===== src/design/assert_macros.svh =====
// Assertion macros used by the keyed entry table datapath.
`ifndef ASSERT_MACROS_SVH
`define ASSERT_MACROS_SVH

// Same-cycle implication, checked outside reset.
`define KET_ASSERT_NOW(label, clk, rst_n, ante, cons, msg) \
	label: assert property (@(posedge clk) disable iff (!rst_n) (ante) |-> (cons)) \
		else $error(msg);

// Next-cycle implication, checked outside reset.
`define KET_ASSERT_NXT(label, clk, rst_n, ante, cons, msg) \
	label: assert property (@(posedge clk) disable iff (!rst_n) (ante) |=> (cons)) \
		else $error(msg);

`endif


===== src/design/ket_pkg.sv =====
// Shared types and constants of the keyed entry table.
`default_nettype none

package ket_pkg;

	localparam int ID_W     = 64;
	localparam int KEY_W    = 64;
	localparam int CFG_W    = 7;
	localparam int STATUS_W = 2;

	localparam logic [CFG_W-1:0] CFG_RESET = 7'd64;

	// Item actions.
	localparam logic ACT_WRITE = 1'b0;
	localparam logic ACT_READ  = 1'b1;

	// Result status codes.
	localparam logic [STATUS_W-1:0] ST_OK        = 2'd0;
	localparam logic [STATUS_W-1:0] ST_FULL      = 2'd1;
	localparam logic [STATUS_W-1:0] ST_NOT_FOUND = 2'd2;

	// One table entry as stored in memory.
	typedef struct packed {
		logic [ID_W-1:0]  client;
		logic [ID_W-1:0]  server;
		logic [KEY_W-1:0] key;
	} entry_t;

	// Commands from the controller to the datapath.
	typedef struct packed {
		logic clear;
		logic load;
		logic scan;
		logic commit;
	} ket_cmd_t;

	// Status from the datapath to the controller.
	typedef struct packed {
		logic clear_last;
		logic scan_done;
	} ket_stat_t;

endpackage

`default_nettype wire


===== src/design/ket_ctrl.sv =====
// Controller state machine of the keyed entry table.
`default_nettype none

module ket_ctrl (
	input  wire                     clk,
	input  wire                     arst_n,
	input  wire                     start,
	input  wire ket_pkg::ket_stat_t stat,
	output ket_pkg::ket_cmd_t       cmd,
	output logic                    busy
);

	localparam logic [1:0] S_CLEAR  = 2'd0;
	localparam logic [1:0] S_IDLE   = 2'd1;
	localparam logic [1:0] S_SCAN   = 2'd2;
	localparam logic [1:0] S_COMMIT = 2'd3;

	logic [1:0] state_q;
	logic [1:0] state_d;

	// Next-state logic.
	always_comb begin
		state_d = state_q;
		case (state_q)
			S_CLEAR: begin
				if (stat.clear_last) begin
					state_d = S_IDLE;
				end
			end
			S_IDLE: begin
				if (start) begin
					state_d = S_SCAN;
				end
			end
			S_SCAN: begin
				if (stat.scan_done) begin
					state_d = S_COMMIT;
				end
			end
			S_COMMIT: begin
				state_d = S_IDLE;
			end
			default: begin
				state_d = S_IDLE;
			end
		endcase
	end

	// State register; reset starts the clearing pass.
	always_ff @(posedge clk or negedge arst_n) begin
		if (!arst_n) begin
			state_q <= S_CLEAR;
		end else begin
			state_q <= state_d;
		end
	end

	// Commands to the datapath.
	always_comb begin
		cmd.clear  = (state_q == S_CLEAR);
		cmd.load   = (state_q == S_IDLE) && start;
		cmd.scan   = (state_q == S_SCAN);
		cmd.commit = (state_q == S_COMMIT);
	end

	assign busy = (state_q != S_IDLE);

endmodule

`default_nettype wire


===== config.mk =====
export PLATFORM = sky130hd
export DESIGN_NAME = ket_ctrl
export DESIGN_NICKNAME = d
export VERILOG_FILES = /design/src/design/assert_macros.svh /design/src/design/ket_pkg.sv /design/src/design/ket_ctrl.sv
export SDC_FILE = /design/constraint.sdc
export NUM_CORES = 1
export LEC_CHECK = 0
export BUFFER_PORTS_ARGS = -buffer_cell sky130_fd_sc_hd__clkbuf_2
export CAP_MARGIN = 10
export CORE_AREA = 5 5 42 44
export CTS_BUF_LIST = sky130_fd_sc_hd__clkbuf_4 sky130_fd_sc_hd__clkbuf_8 sky130_fd_sc_hd__clkbuf_16
export DETAILED_ROUTE_END_ITERATION = 10
export DIE_AREA = 0 0 47 49
export GPL_TIMING_DRIVEN = 0
export PLACE_DENSITY = 0.3
export REMOVE_ABC_BUFFERS = 1
export SLEW_MARGIN = 20
export SYNTH_ARGS = -nofsm -noshare
export SYNTH_HDL_FRONTEND = slang
export SYNTH_SLANG_ARGS = --single-unit

===== constraint.sdc =====
create_clock -name clk -period 1.4 [get_ports clk]
set_input_delay 0.28 -clock clk [delete_from_list [all_inputs] [get_ports clk]]
set_output_delay 0.28 -clock clk [all_outputs]
set_load 0.01 [all_outputs]

==> metrics.cfg, run 1 <==
[place]
port_buffers=9
place.gp.congestion=0.728
dp_slack_ns=-0.266

[hold_path]
hold_class=in -> async

[logic_synthesis]
syn_inst=16
synthArstFlopShare_pct=100
synth_ff_type=dfrtp_1
synth_top_area_share_pct=31.7
ys_ff_latch=2
synthXorXnorAreaFrac_pct=0
ys_seq_area_share_pct=31.7
synth_edf_count=0
synth.avg_cell_area_um2=9.85
synth_fa_ha_area_share_pct=31.7
yosysWarnings=0
synthTopCellsByArea=dfrtp_1, ha_1, inv_1
synth_commonest_cells=inv_1, ha_1, dfrtp_1
synth_top_area_cell=dfrtp_1
synth_compound_area_share_pct=6.35
synth-simple-area-share_pct=2.38
synth_top_family_by_area=adder cells
synth.distinct_cells=7
syn_area_um2=158
synth_mux_area_share_pct=13.5
synth_most_common_cell=inv_1

[timing]
fin_crit_sh_pct=108
report.final.slew_viol_count=0
rsz0062_at_grt=yes
period_needed_ns=1.51
worst_hold_slack_ns=0.369
finalWorstSetupSlack_ns=-0.111
skew_ns=0.000256
max_freq_mhz=662
worst_pin_slew_ns=0.389
finalSetupViolCount=3
hold_viol_final=0
relSlewSlack_pct=74.0

[routing]
post-route-drc-count=0
totalWireLength_um=563
drtAntennaViolNets=0
routedWlPerCell_um=10.2
via_per_inst=3.49
drt_iter0_drc=4
vias=192
dr.pass1.iters=4

[power]
power_density_nw_per_um2=2250
leakage_nw=0.202
vdd_drop_max_mv=0.692

[global_routing]
grt_max_degree=4
grt-ovfl-total=0
grt_pass1_vias=239
track_usage_pct=6.48
antenna_found_initial=0
grt_pass1_wl_um=1000

[clock_network]
clk_pin_slew_ns=0.03
worst_skew_pair.late_latency_ns=0.22
cts-root-buf=clkbuf_4
cts_tree=done
clock_sinks=2
cts_buffers=3
ctsHtreeMaxLevel=1
cts_buffer_depth=2

[worst_setup_path]
critPathKind=reg -> reg
cp.required_ns=1.50
rr_endpoint=state_q[1]
reg2reg_from=state_q[0]
cp_cell_sequence=inv_2, ha_4, a222oi_1, mux2_1
endpoint_kind=flip-flop
worstPathArrival_ns=1.61
r2r_cells=4
cp-start-kind=flip-flop
slowest_delay_ns=0.40
reg2reg_slack_ns=-0.11
path_max_fanout=3
critPathSlowestCell=a222oi_1

[floorplan]
die_area_um2=2300
initial_core_util_pct=11.2
rows=14
die_y_um=49
ios=10
fp.dieW_um=47
core_area_um2=1400

[run_status]
violations=negative setup slack
status=finished, violations left

[final_layout]
largest_reg_flops=2
areaGrowthSynthToFinish_pct=123
fillers=170
regMostFlops=state_q
reg.largest.list=state_q (2)
nets=50
antenna_cells=0
drive_above_1_share_pct=69.2
utilization_pct=25.1

[run]
drv_cap=0

==> power breakdown <==
part | switching [mW] | internal [mW]
combinational | 0.229 | 0.313
clock | 0.0332 | 0.0946
sequential | 0.0305 | 0.0896
total | 0.292 | 0.498
==> routing by layer <==
layer | vias up | track usage (%) | part of all wire [%]
li1 | 96 | - | -
met4 | 0 | 8.76 | 0
met5 | - | 0 | 0
met2 | 10 | 9.28 | 52
met3 | 0 | 1.85 | 13
met1 | 86 | 5.93 | 35
==> worst max path at each step <==
stage,slack [ns],endpoint,start
floorplan,-0.18,state_q[1],state_q[0]
global placement,-0.22,state_q[1],state_q[0]
detailed placement,-0.27,state_q[1],state_q[0]
CTS,-0.13,state_q[1],state_q[0]
global route,-0.21,state_q[0],state_q[0]
finish,-0.11,state_q[1],state_q[0]
==> logic make-up (layout without fill, tap and decap cells) <==
family                     Yosys count  after routing
buffers and inverters                6             29
adders and majority gates            4              4
muxes                                2              2
DFF                                  2              2
AOI/OAI and AO/OA                    1              1
and+or+nand+nor                      1              1
==> critical path: cells and delay by family, from the launching register on <==
| family | cells | cell delay, ns |
|---|---|---|
| AO/OA/AOI/OAI | 1 | 0.40 |
| flip-flops | 1 | 0.38 |
| multiplexers | 1 | 0.37 |
| adder cells (fa/ha/maj) | 1 | 0.16 |
| buffers and inverters | 1 | 0.08 |
==> layout by cell type (no fill, tap or decap) <==
master,instances
a222oi_1,1
ha_4,1
buf_4,9
ha_2,2
clkbuf_4,3
clkbuf_2,9
nor2_1,1
ha_1,1
mux2_1,1
dlygate4sd3_1,1
inv_2,2
dfrtp_1,2
mux2i_1,1
inv_1,4
buf_6,1
==> repair_timing <==
item,CTS,global route
pin swaps,1,0
setup endpoints to repair,3,4
cloned,0,0
hold buffers,1,0
resized for setup,4,3
buffers inserted,9,2
hold endpoints to repair,2,0
==> metrics by stage <==
stage	TNS [ns]	area, um^2	power [mW]	instances
after floorplan	-0.185	158	0.305	16
after global placement	-0.288	223	0.395	41
after detailed placement	-0.391	223	0.402	41
after CTS	-0.367	338	0.744	54
after global routing	-0.624	352	0.876	55
final	-0.307	352	0.790	55
==> final cells by class <==
class                           instances  area, um^2  share of cell area (%)
Tap cell                               16        20.0                    5.69
Sequential cell                         2        50.0                    14.2
Timing Repair Buffer                   20         134                    38.1
Multi-Input combinational cell          8         103                    29.2
Clock buffer                            3        22.5                    6.41
Inverter                                6        22.5                    6.41
Power figures use the tool's default switching activity.
==> run 2, diff against run 1 <==
==> constraint.sdc (replaced) <==
create_clock -name clk -period 1.4 [get_ports clk]
set_input_delay 0.28 -clock clk [delete_from_list [all_inputs] [get_ports clk]]
set_output_delay 0.28 -clock clk [all_outputs]
set_load 0.005 [all_outputs]
==> run 2 against run 1 <==
Effect of this change:
- the run still ends with negative setup slack left
- non-clock buffer count stayed put
- critical path depth stayed put
- flip-flop and latch count stayed put
- clock skew stayed put
- cell count stayed put
- die area stayed put
- fmax is 0.31% higher
- highest routed layer unchanged
- clock power hardly changed
- routed wire length is 0.36% lower
- count of clock-buffer cells in the layout stayed put
- hold slack stayed put
==> metrics.cfg, run 2 (synthesis gave the netlist of run 1 again) <==
[worst_setup_path]
r2r_cells=4
critPathKind=reg -> reg
timing.critical_path.from=state_q[1]
crit_path_end=state_q[1]
reg2reg_from=state_q[1]
endpoint_kind=flip-flop
reg2reg_slack_ns=-0.11
path_max_fanout=3
worstPathArrival_ns=1.61
cp.required_ns=1.50
rr_endpoint=state_q[1]
cp-start-kind=flip-flop

[global_routing]
antenna_found_initial=0
grt_pass1_wl_um=1000
grt-ovfl-total=0
grt_pass1_vias=239
track_usage_pct=6.48
grt_max_degree=4

[place]
place_area_um2=223
dp.cells=41
place.gp.congestion=0.728
port_buffers=9

[power]
leakage_nw=0.203
vdd_drop_max_mv=0.666
power_density_nw_per_um2=2170

[routing]
post-route-drc-count=0
dr.pass1.iters=4
vias=192
routedWlPerCell_um=10.2
drt_iter0_drc=4
via_per_inst=3.49
totalWireLength_um=561
drtAntennaViolNets=0

[final_layout]
fin_cells=55
reg.largest.list=state_q (2)
multi_input_area_um2=100
fillers=171
nets=50
regMostFlops=state_q
largest_reg_flops=2
most-common-layout-cells=clkbuf_2, buf_4, inv_1
antenna_cells=0
fin_area_um2=349
drive_above_1_share_pct=66.7
areaGrowthSynthToFinish_pct=121
final-seq-area_um2=50.0

[clock_network]
cts_tree=done
worst_skew_pair.late_latency_ns=0.22
cts-root-buf=clkbuf_4
cts_buffer_depth=2
clock_sinks=2
ctsHtreeMaxLevel=1
cts_buffers=3
clk_pin_slew_ns=0.03

[timing]
rsz0062_at_grt=yes
finalWorstSetupSlack_ns=-0.107
period_needed_ns=1.51
fin_crit_sh_pct=108
worst_pin_slew_ns=0.389
skew_ns=0.000256
tns_ns=-0.290
report.final.slew_viol_count=0
finalSetupViolCount=3
max_freq_mhz=664
hold_viol_final=0
relSlewSlack_pct=74.1

[floorplan]
initial_core_util_pct=11.2
die_area_um2=2300
die_y_um=49
core_area_um2=1400
rows=14
ios=10
fp.dieW_um=47

[hold_path]
hold_class=in -> async

[run_status]
status=finished, violations left
violations=negative setup slack

[run]
drv_cap=0

==> run 2: metrics by stage <==
step	hold WS [ns]	power (mW)	setup slack, ns	utilization, %
after CTS	0.359	0.722	-0.122	24.1
after floorplan	-0.0156	0.274	-0.153	-
after global routing	0.373	0.846	-0.198	24.9
after global placement	0.0646	0.369	-0.223	15.9
after detailed placement	0.0665	0.376	-0.266	15.9
final	0.369	0.758	-0.107	24.9
==> run 2: where the power goes <==
group | internal, mW | switching (mW)
combinational | 0.309 | 0.201
clock | 0.0946 | 0.0332
sequential | 0.0896 | 0.0299
==> run 2: per-layer routing <==
metal  part of all wire [%]  global-route usage (%)  wire [um]  vias up
met5                      0                       0          0        -
met4                      0                    8.76          0        0
met3                     13                    1.85         71        0
met2                     52                    9.28        292       10
met1                     35                    5.93        197       86
li1                       -                       -          -       96
==> run 2: layout make-up <==
class,count,area share (%)
Timing Repair Buffer,20,38.4
Multi-Input combinational cell,8,28.7
Sequential cell,2,14.3
Clock buffer,3,6.45
Inverter,6,6.45
Tap cell,16,5.73
==> run 2: worst min-delay path by stage <==
stage | start | to | slack, ns | depth (start not counted)
after floorplan | arst_n | state_q[0] | -0.02 | 0
after global placement | arst_n | state_q[0] | 0.06 | 1
final | arst_n | state_q[0] | 0.37 | 2
after detailed placement | arst_n | state_q[1] | 0.07 | 1
after CTS | arst_n | state_q[0] | 0.36 | 2
after global routing | arst_n | state_q[0] | 0.37 | 2
==> run 2: what timing repair did <==
action	CTS	global route
setup endpoints to repair	3	4
pin swaps	2	0
endpoints found under the hold margin	2	0
hold buffers	1	0
resized for setup	5	1
setup buffers	9	2
==> run 2: worst max-delay path, stage by stage, from the launching register on <==
cell      delay (ns)
dfrtp_1         0.38
inv_2           0.07
ha_1            0.21
a222oi_1        0.35
mux2_1          0.36
==> run 3, diff against run 2 <==
--- a/config.mk
+++ b/config.mk
@@ -7,10 +7,10 @@
 export LEC_CHECK = 0
 export BUFFER_PORTS_ARGS = -buffer_cell sky130_fd_sc_hd__clkbuf_2
 export CAP_MARGIN = 10
-export CORE_AREA = 5 5 42 44
+export CORE_AREA = 2 2 39 41
 export CTS_BUF_LIST = sky130_fd_sc_hd__clkbuf_4 sky130_fd_sc_hd__clkbuf_8 sky130_fd_sc_hd__clkbuf_16
 export DETAILED_ROUTE_END_ITERATION = 10
-export DIE_AREA = 0 0 47 49
+export DIE_AREA = 0 0 41 43
 export GPL_TIMING_DRIVEN = 0
 export PLACE_DENSITY = 0.3
 export REMOVE_ABC_BUFFERS = 1
==> run 3 against run 2 <==
Effect of this change:
- the flow still finishes with violations (negative setup slack)
- routed wire length decreased by 33%
- sequential power is essentially flat
- highest routed layer unchanged
- global-route usage fell by 0.76 points
- utilization decreased by 3.6 points
- register-to-register slack lost 0.02 ns
==> metrics.cfg, run 3 (synthesis gave the netlist of run 1 again) <==
[place]
place.gp.congestion=0.592
port_buffers=9
dp_slack_ns=-0.266
hpwlAfterDp_um=259
dp.cells=41

[final_layout]
drive_above_1_share_pct=62.5
fillers=162
areaGrowthSynthToFinish_pct=87.3
regMostFlops=state_q
mostFrequentLayoutCell=clkbuf_2
nets=43
fin_cells=48
largest_reg_flops=2
reg.largest.list=state_q (2)
most-common-layout-cells=clkbuf_2, inv_1, clkbuf_4, buf_4
antenna_cells=0

[timing]
hold_viol_final=0
finalWorstSetupSlack_ns=-0.130
relSlewSlack_pct=72.3
period_needed_ns=1.53
skew_ns=0.00115
worst_hold_slack_ns=0.368
fin_crit_sh_pct=109
finalSetupViolCount=3
worst_pin_slew_ns=0.415
max_freq_mhz=654
report.final.slew_viol_count=0
rsz0062_at_grt=yes

[power]
leakage_nw=0.166
swShare_pct=36.8
p_comb_share_pct=59.0
seq_power_share_pct=19.6
clock_power_share_pct=21.4
switchingPower_mw=0.223
vdd_drop_max_mv=0.706
p_int_mw=0.382
p_total_mw=0.605
power_density_nw_per_um2=2050

[worst_setup_path]
endpoint_kind=flip-flop
critPathKind=reg -> reg
path_max_fanout=3
worstPathArrival_ns=1.63
cp.required_ns=1.50
cp-start-kind=flip-flop

[global_routing]
track_usage_pct=5.72
grt-ovfl-total=0
grt_pass1_vias=159
grt_max_degree=4
grt_pass1_wl_um=579
antenna_found_initial=0

[floorplan]
die_y_um=43
die_area_um2=1760
ios=10
initial_core_util_pct=11.4
fp.dieW_um=41
rows=14
core_area_um2=1380

[routing]
drtAntennaViolNets=0
post-route-drc-count=0
drt_iter0_drc=3
via_per_inst=3.31
vias=159
dr.pass1.iters=4
routedWlPerCell_um=7.83
totalWireLength_um=376

[clock_network]
cts_buffers=3
cts_buffer_depth=2
ctsHtreeMaxLevel=1
clk_pin_slew_ns=0.03
clock_sinks=2
cts_tree=done
cts-root-buf=clkbuf_4
worst_skew_pair.late_latency_ns=0.22

[hold_path]
hold_class=in -> async

[run_status]
violations=negative setup slack
status=finished, violations left

[run]
drv_cap=0

run 3: cell count changes in the layout (fill, tap and decap cells not counted), sizes merged:
| cell | delta |
|---|---|
| buf | -7 |
run 3: path summary, 6_finish.rpt:
path	startpoint	endpoint	slack, ns	cells past startpoint
setup reg to reg	state_q[0]	state_q[1]	-0.13	4
hold / removal	arst_n	state_q[1]	0.37	2
hold reg to reg	state_q[1]	state_q[1]	0.67	2
max in group asynchronous	arst_n	state_q[0]	0.94	2
setup / recovery	state_q[0]	state_q[1]	-0.13	4
min in group clk	stat[0]	state_q[1]	0.54	4
run 3: worst max-delay path: stages (launching register included):
cell	delay (ns)
dfrtp_1	0.38
inv_2	0.08
ha_4	0.16
a222oi_1	0.42
mux2_1	0.37
run 3: layer usage:
metal  global-route usage [%]  part of all wire (%)  vias to the layer above
met4                     10.0                     0                        0
met2                     7.19                    43                       12
met5                        0                     0                        -
li1                         -                     -                       82
met1                     5.13                    42                       65
met3                     1.57                    16                        0
run 3: stage by stage:
stage | setup TNS [ns] | cell area, um^2 | utilization (%)
global placement | -0.264 | 223 | 16.1
detailed placement | -0.345 | 223 | 16.1
finish | -0.238 | 295 | 21.3
global route | -0.533 | 295 | 21.3
floorplan | -0.153 | 158 | -
CTS | -0.244 | 295 | 21.3
run 3: cell type report:
class | count | area (um^2) | area share, %
clock buffers | 3 | 22.5 | 7.63
inverters | 6 | 22.5 | 7.63
multi-input cells | 8 | 103 | 34.7
flip-flops and latches | 2 | 50.0 | 16.9
well taps | 16 | 20.0 | 6.78
repair buffers | 13 | 77.6 | 26.3
run 3: repair_timing:
action	CTS	global route
endpoints found under the setup margin	3	4
hold buffers	1	0
pin swaps	2	0
setup buffers	3	0
endpoints found under the hold margin	2	0
gates resized for setup	6	0
run 3: power groups by stage:
stage,combinational [mW],sequential [mW],clock [mW]
finish,0.357,0.119,0.129
global route,0.409,0.124,0.151
CTS,0.360,0.119,0.140
detailed placement,0.260,0.116,0
global placement,0.250,0.114,0
floorplan,0.163,0.110,0
